<file path="src/rau_divider.sv">
`timescale 1ns / 1ps
// ----------------------------------------------------------------------------
// Rational arithmetic unit divider
// Restoring unsigned divider, one quotient bit per cycle.
// ----------------------------------------------------------------------------
module rau_divider #(
    parameter int WIDTH = 64
) (
    input  logic             i_clk,
    input  logic             i_rst_n,
    input  logic             i_start,
    input  logic [WIDTH-1:0] i_dividend,
    input  logic [WIDTH-1:0] i_divisor,
    output logic             o_done,
    output logic [WIDTH-1:0] o_quotient
);
    localparam int CW = $clog2(WIDTH + 1);

    logic             r_busy, n_busy;
    logic [CW-1:0]    r_cnt, n_cnt;
    logic [WIDTH-1:0] r_rem, n_rem;
    logic [WIDTH-1:0] r_quo, n_quo;
    logic [WIDTH-1:0] r_dvs, n_dvs;
    logic [WIDTH:0]   sh;
    logic [WIDTH:0]   diff;

    assign o_done     = r_busy && (r_cnt == '0);
    assign o_quotient = r_quo;

    always_comb begin
        sh     = {r_rem, r_quo[WIDTH-1]};
        diff   = sh - {1'b0, r_dvs};
        n_busy = r_busy;
        n_cnt  = r_cnt;
        n_rem  = r_rem;
        n_quo  = r_quo;
        n_dvs  = r_dvs;
        if (i_start) begin
            n_busy = 1'b1;
            n_cnt  = CW'(WIDTH);
            n_rem  = '0;
            n_quo  = i_dividend;
            n_dvs  = i_divisor;
        end else if (r_busy) begin
            if (r_cnt == '0) begin
                n_busy = 1'b0;
            end else begin
                n_cnt = r_cnt - CW'(1);
                if (!diff[WIDTH]) begin
                    n_rem = diff[WIDTH-1:0];
                    n_quo = {r_quo[WIDTH-2:0], 1'b1};
                end else begin
                    n_rem = sh[WIDTH-1:0];
                    n_quo = {r_quo[WIDTH-2:0], 1'b0};
                end
            end
        end
    end

    always_ff @(posedge i_clk) begin
        if (!i_rst_n) begin
            r_busy <= 1'b0;
            r_cnt  <= '0;
        end else begin
            r_busy <= n_busy;
            r_cnt  <= n_cnt;
        end
        r_rem <= n_rem;
        r_quo <= n_quo;
        r_dvs <= n_dvs;
    end

    a_no_restart: assert property (@(posedge i_clk) disable iff (!i_rst_n)
        i_start |-> !r_busy || o_done)
        else $error("divider started while busy");

    a_nonzero_divisor: assert property (@(posedge i_clk) disable iff (!i_rst_n)
        i_start |-> i_divisor != '0)
        else $error("divider started with zero divisor");

    a_done_ends: assert property (@(posedge i_clk) disable iff (!i_rst_n)
        o_done && !i_start |=> !r_busy)
        else $error("divider stays busy after done");

endmodule

</file>
<file path="config.mk">
export PLATFORM = sky130hd
export DESIGN_NAME = rau_divider
export DESIGN_NICKNAME = d
export VERILOG_FILES = /design/src/rau_divider.sv
export SDC_FILE = /design/constraint.sdc
export NUM_CORES = 1
export LEC_CHECK = 0
export BUFFER_PORTS_ARGS = -buffer_cell sky130_fd_sc_hd__buf_2
export CAP_MARGIN = 15
export CELL_PAD_IN_SITES_DETAIL_PLACEMENT = 0
export CELL_PAD_IN_SITES_GLOBAL_PLACEMENT = 1
export CORE_ASPECT_RATIO = 0.7
export CORE_MARGIN = 5
export CORE_UTILIZATION = 30
export DETAILED_ROUTE_END_ITERATION = 10
export PLACE_DENSITY_LB_ADDON = 0.12
export SETUP_SLACK_MARGIN = 0.2
export SLEW_MARGIN = 20
export SYNTH_ARGS = -nofsm -noshare
export SYNTH_HDL_FRONTEND = slang
export SYNTH_SLANG_ARGS = --single-unit
</file>
<file path="constraint.sdc">
create_clock -name i_clk -period 6.23 [get_ports i_clk]
set_input_delay 0.623 -clock i_clk [delete_from_list [all_inputs] [get_ports i_clk]]
set_output_delay 0.623 -clock i_clk [all_outputs]
set_load 0.05 [all_outputs]
</file>
# Word-level counts from Yosys, hierarchy flattened
# Index checks and enable logic that the tools add are counted.
# W data, S select, Z words.
totals:
  latchBits: 0
  mem_bits_rw: 0
  n_memories: 0
  in_bits: 131
  mem_bits_ro: 0
  out_inout_bits: 65
  register_bits: 200
op_classes:
  muxes: 11
  bitwise: 2
  magnitude_cmp: 0
  mul: 0
  reduce_logical: 6
  n_div: 0
  shift: 0
  add_sub_neg: 2
  n_eq_ne: 1
op_table:
  columns: ["op", "n"]
  rows:
  - ["$mux W64", 4]
  - ["$sub A65 B64 Y65", 1]
  - ["$mux W7", 3]
  - ["$logic_not A7 Y1", 1]
  - ["$sub A7 B1 Y7 const B", 1]
  - ["$mux W1", 4]
  - ["$reduce_and A2 Y1", 2]
  - ["$ne A2 B2 Y1 const B", 1]
  - ["$not A1 Y1", 2]
  - ["$reduce_bool A2 Y1", 1]
  - ["$reduce_or A2 Y1", 1]
  - ["$logic_and A1 B1 Y1", 1]

# Longest topological paths before layout
logic_depth:
  ltp_word: 5
  mapped_depth: 15
  ltp_nobuf: 14

# Worst setup path after synthesis
# No wires, ideal clock.
synth_path:
  path_type: "register to register"
  startpoint: "register r_quo[63], in the netlist o_quotient[63]"
  endpoint: "register r_rem[0]"
  arrival_ps: 3379
  setup_time_ps: 185
  synth_period_minus_slack_ps: 3564
  t_required_ps: 6045
  path_slack_ps: 2666
  stages_incl_launch_ff: 16
  path_cell_list: "edfxtp_1 > inv_1 > ha_1 > fa_1 > nand2b_1 > a21oi_1 > o41ai_4 > o31ai_2 > nor2_2 > o41ai_2 > a21oi_2 > xnor2_2 > buf_4 > buf_4 > o211ai_1 > o21ai_1"
synth_between:
  elab_chain_cells: 2
synth_lines:
  columns: ["item", "line_no", "text"]
  rows:
  - ["start: declaration", "22", "logic [WIDTH-1:0] r_quo, n_quo;"]
  - ["start signal: assignment", "69", "r_quo <= n_quo;"]
  - ["$sub A65 B64 Y65", "32", "diff = sh - {1'b0, r_dvs};"]
  - ["$mux W64 (*)", "49", "if (!diff[WIDTH]) begin"]
  - ["end signal: assignment", "68", "r_rem <= n_rem;"]
  - ["end: declaration", "21", "logic [WIDTH-1:0] r_rem, n_rem;"]
# Mark *: on every way between the ends. The rest lies on a longest branch, timed or not.
# A chain may end at the register's enable or synchronous reset.

# Final worst setup path
layout_path:
  startpoint: "register r_quo[63], in the netlist o_quotient[63]"
  endpoint: "register r_rem[47]"
layout_between:
  elab_chain_cells: 2
layout_lines:
  columns: ["item", "line_no"]
  rows:
  - ["$sub A65 B64 Y65", "32"]
  - ["$mux W64", "49"]
# Every way passes these cells.

==> flow_summary.yaml <==
global_routing:
  grt_antenna_before_repair: 11
  grt_max_degree: 71
  overflow: 0
  gr-usage-all-layers: 0.160
  grt_pass1_wl_mm: 54.4
  grt_pass1_vias: 9597
floorplanning:
  dieArea_um2: 42900
  placementRows: 60
  io_pins: 196
  core_um2: 38400
  die_y_um: 175
  dieWidth_um: 245
  initial_utilization: 0.303
timing:
  slew_headroom: 0.437
  fmax_mhz: 232
  hold_violations: 0
  tightest_slew_ps: 845
  final-setup-viol-count: 0
  rsz0062_at_grt: "no"
  period_minus_slack_ps: 4310
  fin_tns_setup_ps: 0
  drv_slew: 0
  clock_skew_ps: 19.8
  finalCritPeriodShare: 0.692
clock_network:
  clk_latency_ps: 470
  cts_tree: "yes"
  clkSinkCount: 200
  htree_levels: 4
  ctsHoldBuffers: 0
  clk_pin_slew_ps: 90
  cts_buffers: 17
  cts_buffer_depth: 2
  post_cts_buffers: 0
  root_buffer: "clkbuf_16"
  cts-resized-gates: 0
placed_design:
  port_buffers: 195
  postPlaceCellArea_um2: 13100
  hpwl_mm: 25.2
  globalplace.congestion: 0.838
min_path:
  holdPathStages: 1
  min_from: "i_divisor[56]"
  min_to: "r_dvs[56]"
  min_path_type: "in -> reg"
setup_path:
  path_class: "reg -> reg"
  critical_path.startpoint_type: "flip-flop"
  r2r_start: "o_quotient[63]"
  required_ps: 6630
  worstReg2RegEnd: "r_rem[47]"
  r2r_slack_ps: 1920
  endpoint_kind: "flip-flop"
  cp_data_arrival_time_ps: 4710
  cp.buffers_inverters: 1
  path_cells: "inv_1, ha_1, fa_1, nand2b_1, a21oi_1, o41ai_4, o31ai_2, nor2_2, o41ai_2, a21oi_2, xnor2_4, nand2_1, nor2_1, a221o_1"
  worst_path_max_delay_cell: "nand2_1"
  cp_max_fo: 19
  slowest_delay_ps: 610
  crit_family: "compound AO/OA/AOI/OAI gates"
  r2r_cells: 14
final_layout:
  layout-drive-gt1-share: 0.228
  area_growth_pct: 17.9
  nNetsFinal: 1565
  fillers: 3979
  final_area_um2: 13700
job:
  cap_violations: 0
synthesis:
  async_flop_share: 0
  seq_area_frac_synth: 0.454
  synth_edf_count: 128
  syn_nets: 1409
  synth_cell_types: 63
  ys.flop_type: "edfxtp_1"
  synthTopCellsByArea: "edfxtp_1, dfxtp_1, ha_1"
  synth_top_area_frac: 0.330
  synthesis.area_um2: 11600
  yosysWarnings: 0
  yosysTopAreaCell: "edfxtp_1"
  syn_avg_cell_area_um2: 9.61
  synthTopCellsByCount: "nand2_1, edfxtp_1, a21oi_1, inv_1, o21ai_0"
  yosys_register_bits: 200
  syn_inst: 1211
  synth_most_common_cell: "nand2_1"
drt:
  wl_per_cell_um: 18.0
  viasPerCell: 4.90
  drtPass1Iterations: 5
  drc: 0
  drt_wl_total_mm: 34.3
  drtAntennaViolNets: 0
  vias: 9360
  first_iter_violations: 533
pwr:
  max-vdd-ir-drop_mv: 0.203
  power.leakage_uw: 0.00572
  power.density_nw_per_um2: 272
status:
  status: "completed"
worst max path at each step:
stage                         startpoint  cells past startpoint  slack, ps         to
after CTS                 o_quotient[63]                     14       1820  r_rem[47]
final                     o_quotient[63]                     14       1920  r_rem[47]
after detailed placement  o_quotient[63]                     14       1860  r_rem[53]
after floorplan           o_quotient[63]                     15       2670   r_rem[0]
after global placement    o_quotient[63]                     15       1940  r_rem[28]
after global routing      o_quotient[63]                     15       1570  r_rem[28]
power by group:
group          internal (µW)  switching, µW
Sequential              1540           63.1
Clock                    585            605
Combinational            314            622
registers in the layout, summed over array words and instances (netlist names):
register and cells:
r_dvs 64, o_quotient 64, r_cnt 7, r_busy 1
r_rem 64
worst register-to-register path, cell delays in order (launching register included):
cell and delay [ps]:
edfxtp_1 380, inv_1 50, ha_1 210, fa_1 380, nand2b_1 190, a21oi_1 370
o41ai_4 130, o31ai_2 310, nor2_2 130, o41ai_2 340, a21oi_2 190, xnor2_4 560
nand2_1 620, nor2_1 250, a221o_1 120
cell type report:
type / count / area [µm²] / share of cell area
well taps: 527 / 659 / 0.0481
clock inverters: 14 / 189 / 0.0138
inverters: 87 / 327 / 0.0238
repair buffers: 204 / 1060 / 0.0774
clock buffers: 18 / 429 / 0.0313
multi-input cells: 857 / 5760 / 0.420
flip-flops and latches: 200 / 5290 / 0.385
diodes: 2 / 5.00 / 0.000365
per-layer routing:
metal	global-route usage	wire length, µm	part of all wire	vias up
li1	-	-	-	4703
met1	0.241	18000	0.53	4366
met2	0.220	13300	0.39	234
met3	0.0557	2440	0.071	39
met4	0.0369	452	0.013	18
met5	0	118	0.0034	-
through the flow:
stage                     utilization  instances  worst slack, ps  hold WS [ps]  power, µW
final                           0.358       1909             1920           320       3730
after CTS                       0.357       1907             1820           293       3780
after global routing            0.358       1909             1570           289       3940
after floorplan                     -       1211             2670           445       2300
after detailed placement        0.341       1875             1860           469       2570
after global placement          0.341       1875             1940           465       2580
layout by cell type, fill, tap and decap left out, drive strengths merged, types with 7 or more instances in the layout:
cell / count
a211oi: 8
a21o: 36
a21oi: 109
a31oi: 40
and3: 7
buf: 204
clkbuf: 18
dfxtp: 72
edfxtp: 128
ha: 66
inv: 94
mux2: 63
nand2: 138
nand3: 13
nand4: 29
nor2: 65
o21a: 7
o21ai: 104
o21bai: 16
xnor2: 38
xor2: 28
cell families after synthesis:
logic type | synth area share
AO/OA/AOI/OAI | 0.193
XOR/XNOR | 0.0503
adder cells (fa/ha/maj) | 0.0727
buffers and inverters | 0.0535
flip-flops | 0.454
multiplexers | 0.0627
AND/OR/NAND/NOR | 0.114
No activity file was read; power rests on OpenSTA's default activity.
