$ cat src/rau_pkg.sv
`timescale 1ns / 1ps
// ----------------------------------------------------------------------------
// Rational arithmetic unit package
// Shared constants, opcode and status codes, and sequencer state types.
// ----------------------------------------------------------------------------
package rau_pkg;

    localparam int VALUE_WIDTH_DEF = 32;
    localparam int FIELD_WIDTH     = 32;
    localparam int DEN_WIDTH       = 31;
    localparam int OP_WIDTH        = 4;
    localparam int STATUS_WIDTH    = 2;

    typedef enum logic [OP_WIDTH-1:0] {
        OP_CONSTRUCT = 4'd0,
        OP_NEGATE    = 4'd1,
        OP_FLOOR     = 4'd2,
        OP_CEIL      = 4'd3,
        OP_ROUND     = 4'd4,
        OP_ADD       = 4'd5,
        OP_SUB       = 4'd6,
        OP_MUL       = 4'd7,
        OP_DIV       = 4'd8,
        OP_EQ        = 4'd9,
        OP_NE        = 4'd10,
        OP_LT        = 4'd11,
        OP_LE        = 4'd12,
        OP_GT        = 4'd13,
        OP_GE        = 4'd14
    } t_op;

    typedef enum logic [STATUS_WIDTH-1:0] {
        STATUS_OK       = 2'd0,
        STATUS_ZERO_DEN = 2'd1,
        STATUS_OVERFLOW = 2'd2
    } t_status;

    typedef enum logic [3:0] {
        S_IDLE,
        S_RED,
        S_GCD_WAIT,
        S_DIVN_WAIT,
        S_DIVD_WAIT,
        S_RED_DONE,
        S_EXEC,
        S_INT_WAIT,
        S_ADD_GCD_WAIT,
        S_ADD_DIVB_WAIT,
        S_ADD_DIVD_WAIT,
        S_MUL1,
        S_MUL2,
        S_MUL3,
        S_COMBINE,
        S_DONE
    } t_rau_state;

    typedef enum logic [1:0] {
        PH_A,
        PH_C,
        PH_RES
    } t_phase;

    typedef enum logic [1:0] {
        G_IDLE,
        G_RUN,
        G_SHIFT
    } t_gcd_state;

endpackage

$ cat src/rau_gcd.sv
`timescale 1ns / 1ps
// ----------------------------------------------------------------------------
// Rational arithmetic unit GCD engine
// Binary GCD, one shift or subtract per cycle, then a bitwise shift back.
// ----------------------------------------------------------------------------
module rau_gcd #(
    parameter int WIDTH = 64
) (
    input  logic             i_clk,
    input  logic             i_rst_n,
    input  logic             i_start,
    input  logic [WIDTH-1:0] i_a,
    input  logic [WIDTH-1:0] i_b,
    output logic             o_done,
    output logic [WIDTH-1:0] o_g
);
    import rau_pkg::*;

    localparam int KW = $clog2(WIDTH + 1);

    t_gcd_state       r_state, n_state;
    logic [WIDTH-1:0] r_a, n_a;
    logic [WIDTH-1:0] r_b, n_b;
    logic [KW-1:0]    r_k, n_k;

    assign o_done = (r_state == G_SHIFT) && (r_k == '0);
    assign o_g    = r_a;

    always_comb begin
        n_state = r_state;
        unique case (r_state)
            G_IDLE:  if (i_start) n_state = G_RUN;
            G_RUN:   if (r_a == '0 || r_b == '0) n_state = G_SHIFT;
            G_SHIFT: if (r_k == '0) n_state = G_IDLE;
            default: n_state = G_IDLE;
        endcase
    end

    always_comb begin
        n_a = r_a;
        n_b = r_b;
        n_k = r_k;
        unique case (r_state)
            G_IDLE: begin
                if (i_start) begin
                    n_a = i_a;
                    n_b = i_b;
                    n_k = '0;
                end
            end
            G_RUN: begin
                priority if (r_a == '0) begin
                    n_a = r_b;
                end else if (r_b == '0) begin
                    n_a = r_a;
                end else if (!r_a[0] && !r_b[0]) begin
                    n_a = r_a >> 1;
                    n_b = r_b >> 1;
                    n_k = r_k + KW'(1);
                end else if (!r_a[0]) begin
                    n_a = r_a >> 1;
                end else if (!r_b[0]) begin
                    n_b = r_b >> 1;
                end else if (r_a >= r_b) begin
                    n_a = r_a - r_b;
                end else begin
                    n_b = r_b - r_a;
                end
            end
            G_SHIFT: begin
                if (r_k != '0) begin
                    n_a = r_a << 1;
                    n_k = r_k - KW'(1);
                end
            end
            default: ;
        endcase
    end

    always_ff @(posedge i_clk) begin
        if (!i_rst_n) begin
            r_state <= G_IDLE;
        end else begin
            r_state <= n_state;
        end
        r_a <= n_a;
        r_b <= n_b;
        r_k <= n_k;
    end

    a_start_idle: assert property (@(posedge i_clk) disable iff (!i_rst_n)
        i_start |-> r_state == G_IDLE)
        else $error("gcd started while busy");

    a_done_idle: assert property (@(posedge i_clk) disable iff (!i_rst_n)
        o_done |=> r_state == G_IDLE)
        else $error("gcd did not return to idle");

    a_run_odd: assert property (@(posedge i_clk) disable iff (!i_rst_n)
        r_state == G_RUN && r_a != '0 && r_b != '0 && r_a[0] && r_b[0] && r_a >= r_b
        |=> !r_a[0])
        else $error("gcd subtract left an odd value");

endmodule

$ cat config.mk
export PLATFORM = sky130hd
export DESIGN_NAME = rau_gcd
export DESIGN_NICKNAME = d
export VERILOG_FILES = /design/src/rau_pkg.sv /design/src/rau_gcd.sv
export SDC_FILE = /design/constraint.sdc
export NUM_CORES = 1
export LEC_CHECK = 0
export BUFFER_PORTS_ARGS = -buffer_cell sky130_fd_sc_hd__buf_4
export CORE_ASPECT_RATIO = 2
export CORE_UTILIZATION = 65
export CTS_CLUSTER_DIAMETER = 80
export CTS_CLUSTER_SIZE = 25
export DETAILED_ROUTE_END_ITERATION = 12
export PLACE_DENSITY = 0.88
export SYNTH_ARGS = -nofsm -noshare
export SYNTH_HDL_FRONTEND = slang
export SYNTH_SLANG_ARGS = --single-unit
$ cat constraint.sdc
create_clock -name i_clk -period 13.4 [get_ports i_clk]
set_clock_uncertainty 0.05 [all_clocks]
set_input_delay 1.34 -clock i_clk [delete_from_list [all_inputs] [get_ports i_clk]]
set_output_delay 1.34 -clock i_clk [all_outputs]
set_load 0.05 [all_outputs]
==> flow_summary.toml, run 1 <==
[clock_tree]
clockBufferDepth = 2
hold_buffers = 0
cts_resized = 0
cts_root_buffer = "clkbuf_16"
post-cts-setup-buffer-count = 0
cts.sinks = 137
cts_buffers = 17
cts_max_level = 4

[placed_design]
dp_hpwl_um = 53320
pre_cts_slack_ns = 8.429
placed_area_um2 = 17280
io_buffers = 195
gp_congestion = 1.212

[global_routing]
grt_usage = 0.6548
grt_pass1_wl_um = 123200
grt_max_degree = 123
grt_pass1_vias = 19883
overflow = 80

[synthesis]
synth_common_cells = "a21oi_1, nor2_1, inv_1, o21ai_0, ha_1"
synth_top_area_frac = 0.2563
syn_nets = 2326
syn_area_um2 = 15820
ys_async_sr_fraction = 0
synth-seq-cells = 137
synth_top_cells_by_area = "edfxtp_1, ha_1, a21oi_1, nor2_1, o21ai_0"
syn_inst = 2053
synth_area_leader_cell = "edfxtp_1"
syn_avg_cell_area_um2 = 7.703
synth_edf_count = 135
yosysUniqueCellTypes = 80
synth-warning-count = 0
seq_area_frac_synth = 0.2589
synthMostInstantiatedCell = "a21oi_1"
ys.flop_type = "edfxtp_1"

[outcome]
status = "stopped before the end"
stop_stage = "5_1_grt"
firstError = "[ERROR GRT-0116] Global routing finished with congestion. Check the congestion regions in the DRC Viewer."

[floorplan]
die_w_um = 112.3
chipHeight_um = 222.6
rows = 80
io_pins = 196
start_util = 0.6639
==> cells by family after synthesis <==
| group | Yosys count | synth area share |
|---|---|---|
| AO/OA/AOI/OAI | 777 | 0.3150 |
| AND/OR/NAND/NOR | 557 | 0.1615 |
| buffers and inverters | 310 | 0.07753 |
| adder cells (fa/ha/maj) | 142 | 0.1138 |
| flip-flops | 137 | 0.2589 |
| XOR/XNOR | 120 | 0.06646 |
| multiplexers | 10 | 0.006962 |
==> routing by layer <==
layer | overflow | track usage
met4 | 35 | 0.7080
met1 | 2 | 0.6682
met3 | 1 | 0.3434
met5 | 0 | 0.008081
met2 | 42 | 0.9074
==> metrics by stage <==
stage | instances | util
2_1_floorplan | 2053 | -
3_3_place_gp | 2419 | 0.7254
3_5_place_dp | 2419 | 0.7254
4_1_cts | 2451 | 0.7478
==> run 2: changes to the inputs <==
==> config.mk (replaced) <==
export PLATFORM = sky130hd
export DESIGN_NAME = rau_gcd
export DESIGN_NICKNAME = d
export VERILOG_FILES = /design/src/rau_pkg.sv /design/src/rau_gcd.sv
export SDC_FILE = /design/constraint.sdc
export NUM_CORES = 1
export LEC_CHECK = 0
export BUFFER_PORTS_ARGS = -buffer_cell sky130_fd_sc_hd__buf_4
export CORE_UTILIZATION = 40
export DETAILED_ROUTE_END_ITERATION = 12
export PLACE_DENSITY_LB_ADDON = 0.15
export SYNTH_ARGS = -nofsm -noshare
export SYNTH_HDL_FRONTEND = slang
export SYNTH_SLANG_ARGS = --single-unit
==> run 2 against run 1 <==
The flow now finishes without violations. Synthesized cell count unchanged. Synthesized area unchanged.
==> flow_summary.toml, run 2 <==
[job]
max_cap_viol_count = 0

[global_routing]
met3_usage = 0.06672
grt_usage = 0.3529
grt.busiest_layer = "met2"
grt_max_degree = 63
gr-usage-met2 = 0.5759
overflow = 0
grt_pass1_wl_um = 106700
use_met1 = 0.4521
grt_pass1_vias = 16767
antenna_found_initial = 0

[synthesis]
synth_edf_count = 135
synth-warning-count = 0
synth_top_area_frac = 0.2563
syn_nets = 2326
synth_top_cells_by_area = "edfxtp_1, ha_1, a21oi_1, nor2_1, o21ai_0"
ys.flop_type = "edfxtp_1"
synth-seq-cells = 137
syn_area_um2 = 15820
synth_common_cells = "a21oi_1, nor2_1, inv_1, o21ai_0, ha_1"
syn_inst = 2053
seq_area_frac_synth = 0.2589
synth_area_leader_cell = "edfxtp_1"
syn_avg_cell_area_um2 = 7.703
yosysUniqueCellTypes = 80
synthMostInstantiatedCell = "a21oi_1"
ys_async_sr_fraction = 0

[clock_tree]
cts_root_buffer = "clkbuf_16"
cts.sinks = 137
cts_max_level = 4
post-cts-setup-buffer-count = 0
cts_buffers = 17
cts_resized = 0
cts.clk_slew.worst_paths_ns = 0.06
insertion_delay_ns = 0.49
cts_tree = "yes"
hold_buffers = 0
clockBufferDepth = 2

[placed_design]
place_inst = 2650
pre_cts_slack_ns = 8.106
dp_hpwl_um = 53900
io_buffers = 195
gp_congestion = 1.070

[detailed_routing]
vias = 16935
drtPass1Iterations = 6
drtIter0Drc = 1569
avgRoutedWirePerCell_um = 26.72
viasPerCell = 6.314
drt_wl_total_um = 71670
drc = 0
ant_nets = 0

[critical_path]
crit_fanout = 40
cp_slowest_cell = "edfxtp_1"
cp.required_ns = 13.68
slowest_delay_ns = 0.61
endpoint_kind = "register"
crit_buf_inv = 3
path_delay_family = "simple AND/OR/NAND/NOR gates"
cp_data_arrival_time_ns = 5.73
crit_type = "register to register"
rrSetupSlack_ns = 7.95
crit_path_cell_trace = "inv_1, ha_1, nand4_1, nor3_1, and3_1, nand4_1, nand2b_1, o311ai_4, buf_4, and3_1, buf_4, nand2_1, a211oi_1, a221oi_1, a21oi_1"
start_kind = "register"

[sta]
final.setup.worst_slack_ns = 7.950
slew_violations = 0
max_slew_margin = 0.2152
period_share = 0.4067
finalSetupTns_ns = 0
finalHoldViolations = 0
clock.fmax_mhz = 183.5
setup_violations = 0
min_period_ns = 5.450
rsz0062_at_grt = "false"
worst_pin_slew_ns = 1.166

[power_and_ir_drop]
p_leak_nw = 7.578
finalPower_mw = 3.853
ir_worst_vdd_mv = 0.1144
power_per_cell_area_nw_per_um2 = 212.3

[finish]
layout_common_cells = "a21oi_1, buf_4, nor2_1"
finalNonFillerCells = 2682
insertedDiodeCount = 0
layout-drive-gt1-share = 0.1322
syn2layout_area_growth_pct = 14.76
multiInputGateArea_um2 = 10560
final_common_cell = "a21oi_1"
num-fill-cells = 4054
seq_area_um2 = 4094
fin_nets = 2424

[floorplan]
design.core.area_um2 = 38830
die_area_um2 = 40340
die_w_um = 200.8
chipHeight_um = 200.8
rows = 72
io_pins = 196
start_util = 0.4073

[outcome]
status = "finished, final reports clean"

[worst_hold_path]
min_path_type = "register to register"
[run 2: final timing paths]
kind,start,endpoint,cells after the start
min reg2reg,r_state[0]$_SDFFE_PN0P_,r_state[0]$_SDFFE_PN0P_,2
min,r_state[0]$_SDFFE_PN0P_,r_state[0]$_SDFFE_PN0P_,2
max,o_g[58]$_DFFE_PP_,o_g[32]$_DFFE_PP_,15
max reg2reg,o_g[58]$_DFFE_PP_,o_g[32]$_DFFE_PP_,15
[run 2: per-stage QoR]
stage,area [µm²],utilization,hold slack (ns)
after floorplan,15820,-,0.4415
after global placement,17570,0.4524,0.5159
after detailed placement,17570,0.4524,0.5257
after CTS,18150,0.4675,0.5359
after global routing,18150,0.4675,0.5864
final,18150,0.4675,0.5393
[run 2: layout make-up]
class | count | share of cell area
multi-input cells | 1606 | 0.5816
flip-flops and latches | 137 | 0.2256
repair buffers | 215 | 0.08893
inverters | 174 | 0.03599
well taps | 518 | 0.03571
clock buffers | 22 | 0.02558
clock inverters | 10 | 0.006618
[run 2: metal layers]
metal  up-vias  wire [µm]
met4         0       2732
met3       139       5197
met5         -          0
li1       7753          -
met2       781      33150
met1      8262      30600
[run 2: worst register-to-register path: stages, from the launching register on]
cell and delay [ns]:
edfxtp_1 0.61, inv_1 0.09, ha_1 0.58, nand4_1 0.25, nor3_1 0.44, and3_1 0.27, nand4_1 0.20, nand2b_1 0.26
o311ai_4 0.09, buf_4 0.40, and3_1 0.25, buf_4 0.59, nand2_1 0.59, a211oi_1 0.34, a221oi_1 0.08, a21oi_1 0.18
[run 2: report_power, final]
part	leakage, nW	switching, mW	total, mW	internal (mW)
sequential	1.34	0.191	0.812	0.621
clock	0.281	0.209	0.492	0.284
combinational	5.95	1.70	2.55	0.852
[run 2: kinds of logic (layout without fill, tap and decap cells)]
kind of cell	after synthesis	count (layout)	share of synthesized area
multiplexers	10	10	0.006962
XOR/XNOR	120	120	0.06646
AO/OA/AOI/OAI	777	777	0.3150
AND/OR/NAND/NOR	557	557	0.1615
flip-flops	137	137	0.2589
buffers and inverters	310	421	0.07753
adder cells (fa/ha/maj)	142	142	0.1138
Note: power is estimated with default switching activity, not from simulation.
==> run 3: changes to the inputs <==
==> constraint.sdc (replaced) <==
create_clock -name i_clk -period 5.15 [get_ports i_clk]
set_clock_uncertainty 0.05 [all_clocks]
set_input_delay 0.515 -clock i_clk [delete_from_list [all_inputs] [get_ports i_clk]]
set_output_delay 0.515 -clock i_clk [all_outputs]
set_load 0.05 [all_outputs]
==> run 3 against run 2 <==
Global-route usage increased by 1.9 points. Via count increased by 1.9%. Final area increased by 1.2%. Wire length increased by 5.3%. Count of clock-buffer cells in the layout decreased by 4. Register-to-register slack got worse by 7.9 ns. Fmax increased by 7.0%. Core utilization increased by 0.56 points. Sequential power increased to 2.6 times the previous value. Power increased to 2.7 times the previous value. Sequential cell count unchanged. Sequential share of layout area decreased by 0.27 points. Critical path type unchanged. Largest cell class unchanged. Largest power group unchanged. Highest routed layer unchanged.
==> flow_summary.toml, run 3 (synthesized netlist as in run 2, its figures left out) <==
[global_routing]
overflow = 0
grt_pass1_wl_um = 111400
antenna_found_initial = 4
grt_pass1_vias = 16977
grt_usage = 0.3719
grt_max_degree = 63

[sta]
final.setup.worst_slack_ns = 0.05650
clock.fmax_mhz = 196.3
min_period_ns = 5.093
slew_violations = 0
finalSetupTns_ns = 0
period_share = 0.9890
finalHoldViolations = 0
max_slew_margin = 0.1971
setup_violations = 0
rsz0062_at_grt = "false"
worst_pin_slew_ns = 1.193

[detailed_routing]
viasPerCell = 6.378
avgRoutedWirePerCell_um = 27.89
drc = 0
drtPass1Iterations = 7
drt_wl_total_um = 75460
drtIter0Drc = 1697
ant_nets = 0
vias = 17260

[power_and_ir_drop]
power_per_cell_area_nw_per_um2 = 559.0
pwr-share-seq = 0.204
p_comb_frac = 0.664
finalPower_mw = 10.27
clock_power_share = 0.131
intPower_mw = 4.654
p_sw_mw = 5.615
ir_worst_vdd_mv = 0.2863
p_leak_nw = 7.702
swShare = 0.5468

[clock_tree]
cts_resized = 0
post-cts-setup-buffer-count = 0
cts.sinks = 137
cts_tree = "yes"
clockBufferDepth = 2
hold_buffers = 0
cts_max_level = 4
insertion_delay_ns = 0.51
cts_buffers = 17
cts.clk_slew.worst_paths_ns = 0.07
cts_root_buffer = "clkbuf_16"

[worst_hold_path]
hold_path_end = "r_state[1]$_SDFFE_PN0P_"
hp-start = "i_rst_n"
min_path_type = "input pin to register"
hold_path_depth = 2

[placed_design]
dp_hpwl_um = 56940
pre_cts_slack_ns = 0.3240
io_buffers = 195
gp_congestion = 1.039
placed_area_um2 = 17760

[critical_path]
cp.required_ns = 5.32
cp_data_arrival_time_ns = 5.26
crit_type = "register to register"
r2r-start = "o_g[0]$_DFFE_PP_"
reg2reg_to = "o_g[30]$_DFFE_PP_"
slowest_delay_ns = 0.71
crit_fanout = 39
crit_path_cell_trace = "inv_1, ha_1, inv_1, fa_1, nand3_1, a21oi_1, o211ai_1, nand2_1, a31oi_1, o311ai_4, and3_1, buf_4, a222oi_1, a2bb2oi_1, a21oi_1"
worstRegToRegCells = 15
start_kind = "register"
cp_slowest_cell = "a222oi_1"
endpoint_kind = "register"
rrSetupSlack_ns = 0.06

[floorplan]
chipHeight_um = 200.8
die_area_um2 = 40340
design.core.area_um2 = 38830
start_util = 0.4073
io_pins = 196
die_w_um = 200.8
rows = 72

[outcome]
status = "finished, final reports clean"

[finish]
stdcell_area_um2 = 18370
num-fill-cells = 4026
syn2layout_area_growth_pct = 16.15
layout_common_cells = "a21oi_1, buf_4, nor2_1"
final_common_cell = "a21oi_1"
layout-drive-gt1-share = 0.1414
fin_nets = 2445
fin_util = 0.4731

[job]
max_cap_viol_count = 0
[run 3: cell types whose count changed in the layout (fill, tap and decap cells not counted), sizes merged]
cell / change
diode: +3
clkinv: +1
buf: +21
inv: +2
clkbuf: -4
bufinv: +1
[run 3: area by class of cell]
type / instances / area [µm²] / share of cell area
tap: 518 / 648.1 / 0.03528
sequential: 137 / 4094 / 0.2229
clock buffer: 18 / 429.2 / 0.02336
inverter: 174 / 653.1 / 0.03556
multi-input combinational: 1606 / 10560 / 0.5747
clock inverter: 14 / 171.4 / 0.009332
timing repair buffer: 236 / 1809 / 0.09849
antenna: 3 / 7.507 / 0.0004087
[run 3: worst max-delay path, delay by kind of cell (launching register included)]
kind / cells / cell delay [ns]
and+or+nand+nor: 3 / 0.65
buffers and inverters: 3 / 0.65
DFF: 1 / 0.58
adders and majority gates: 2 / 0.62
AOI/OAI and AO/OA: 7 / 2.25
[run 3: worst max path at each step]
stage               cells past startpoint           endpoint              from  slack, ns
floorplan                              13  o_g[10]$_DFFE_PP_  o_g[0]$_DFFE_PP_       0.36
global placement                       15  o_g[18]$_DFFE_PP_  o_g[0]$_DFFE_PP_       0.33
detailed placement                     15  o_g[30]$_DFFE_PP_  o_g[0]$_DFFE_PP_       0.32
CTS                                    15  o_g[30]$_DFFE_PP_  o_g[0]$_DFFE_PP_       0.29
global route                           15  o_g[30]$_DFFE_PP_  o_g[0]$_DFFE_PP_       0.03
finish                                 15  o_g[30]$_DFFE_PP_  o_g[0]$_DFFE_PP_       0.06
[run 3: power by group through the flow]
stage                     Combinational [mW]  Sequential [mW]  Clock (mW)
after floorplan                         4.18             2.29           0
final                                   6.82             2.10        1.35
after global routing                    7.28             2.12        1.41
after global placement                  6.73             2.09           0
after CTS                               6.69             2.08        1.38
after detailed placement                6.64             2.10           0
[run 3: metal layers]
layer	part of all wire	up-vias	wire [µm]	global-route usage
li1	-	7802	-	-
met1	0.41	8434	30600	0.4628
met2	0.48	866	35980	0.6251
met3	0.074	158	5555	0.06558
met4	0.044	0	3325	0.1707
met5	0	-	0	0
[run 3: metrics by stage]
stage,std cells,hold WS (ns)
floorplan,2053,0.4415
global placement,2671,0.5026
detailed placement,2671,0.5127
CTS,2703,0.1737
global route,2705,0.2012
finish,2706,0.2035
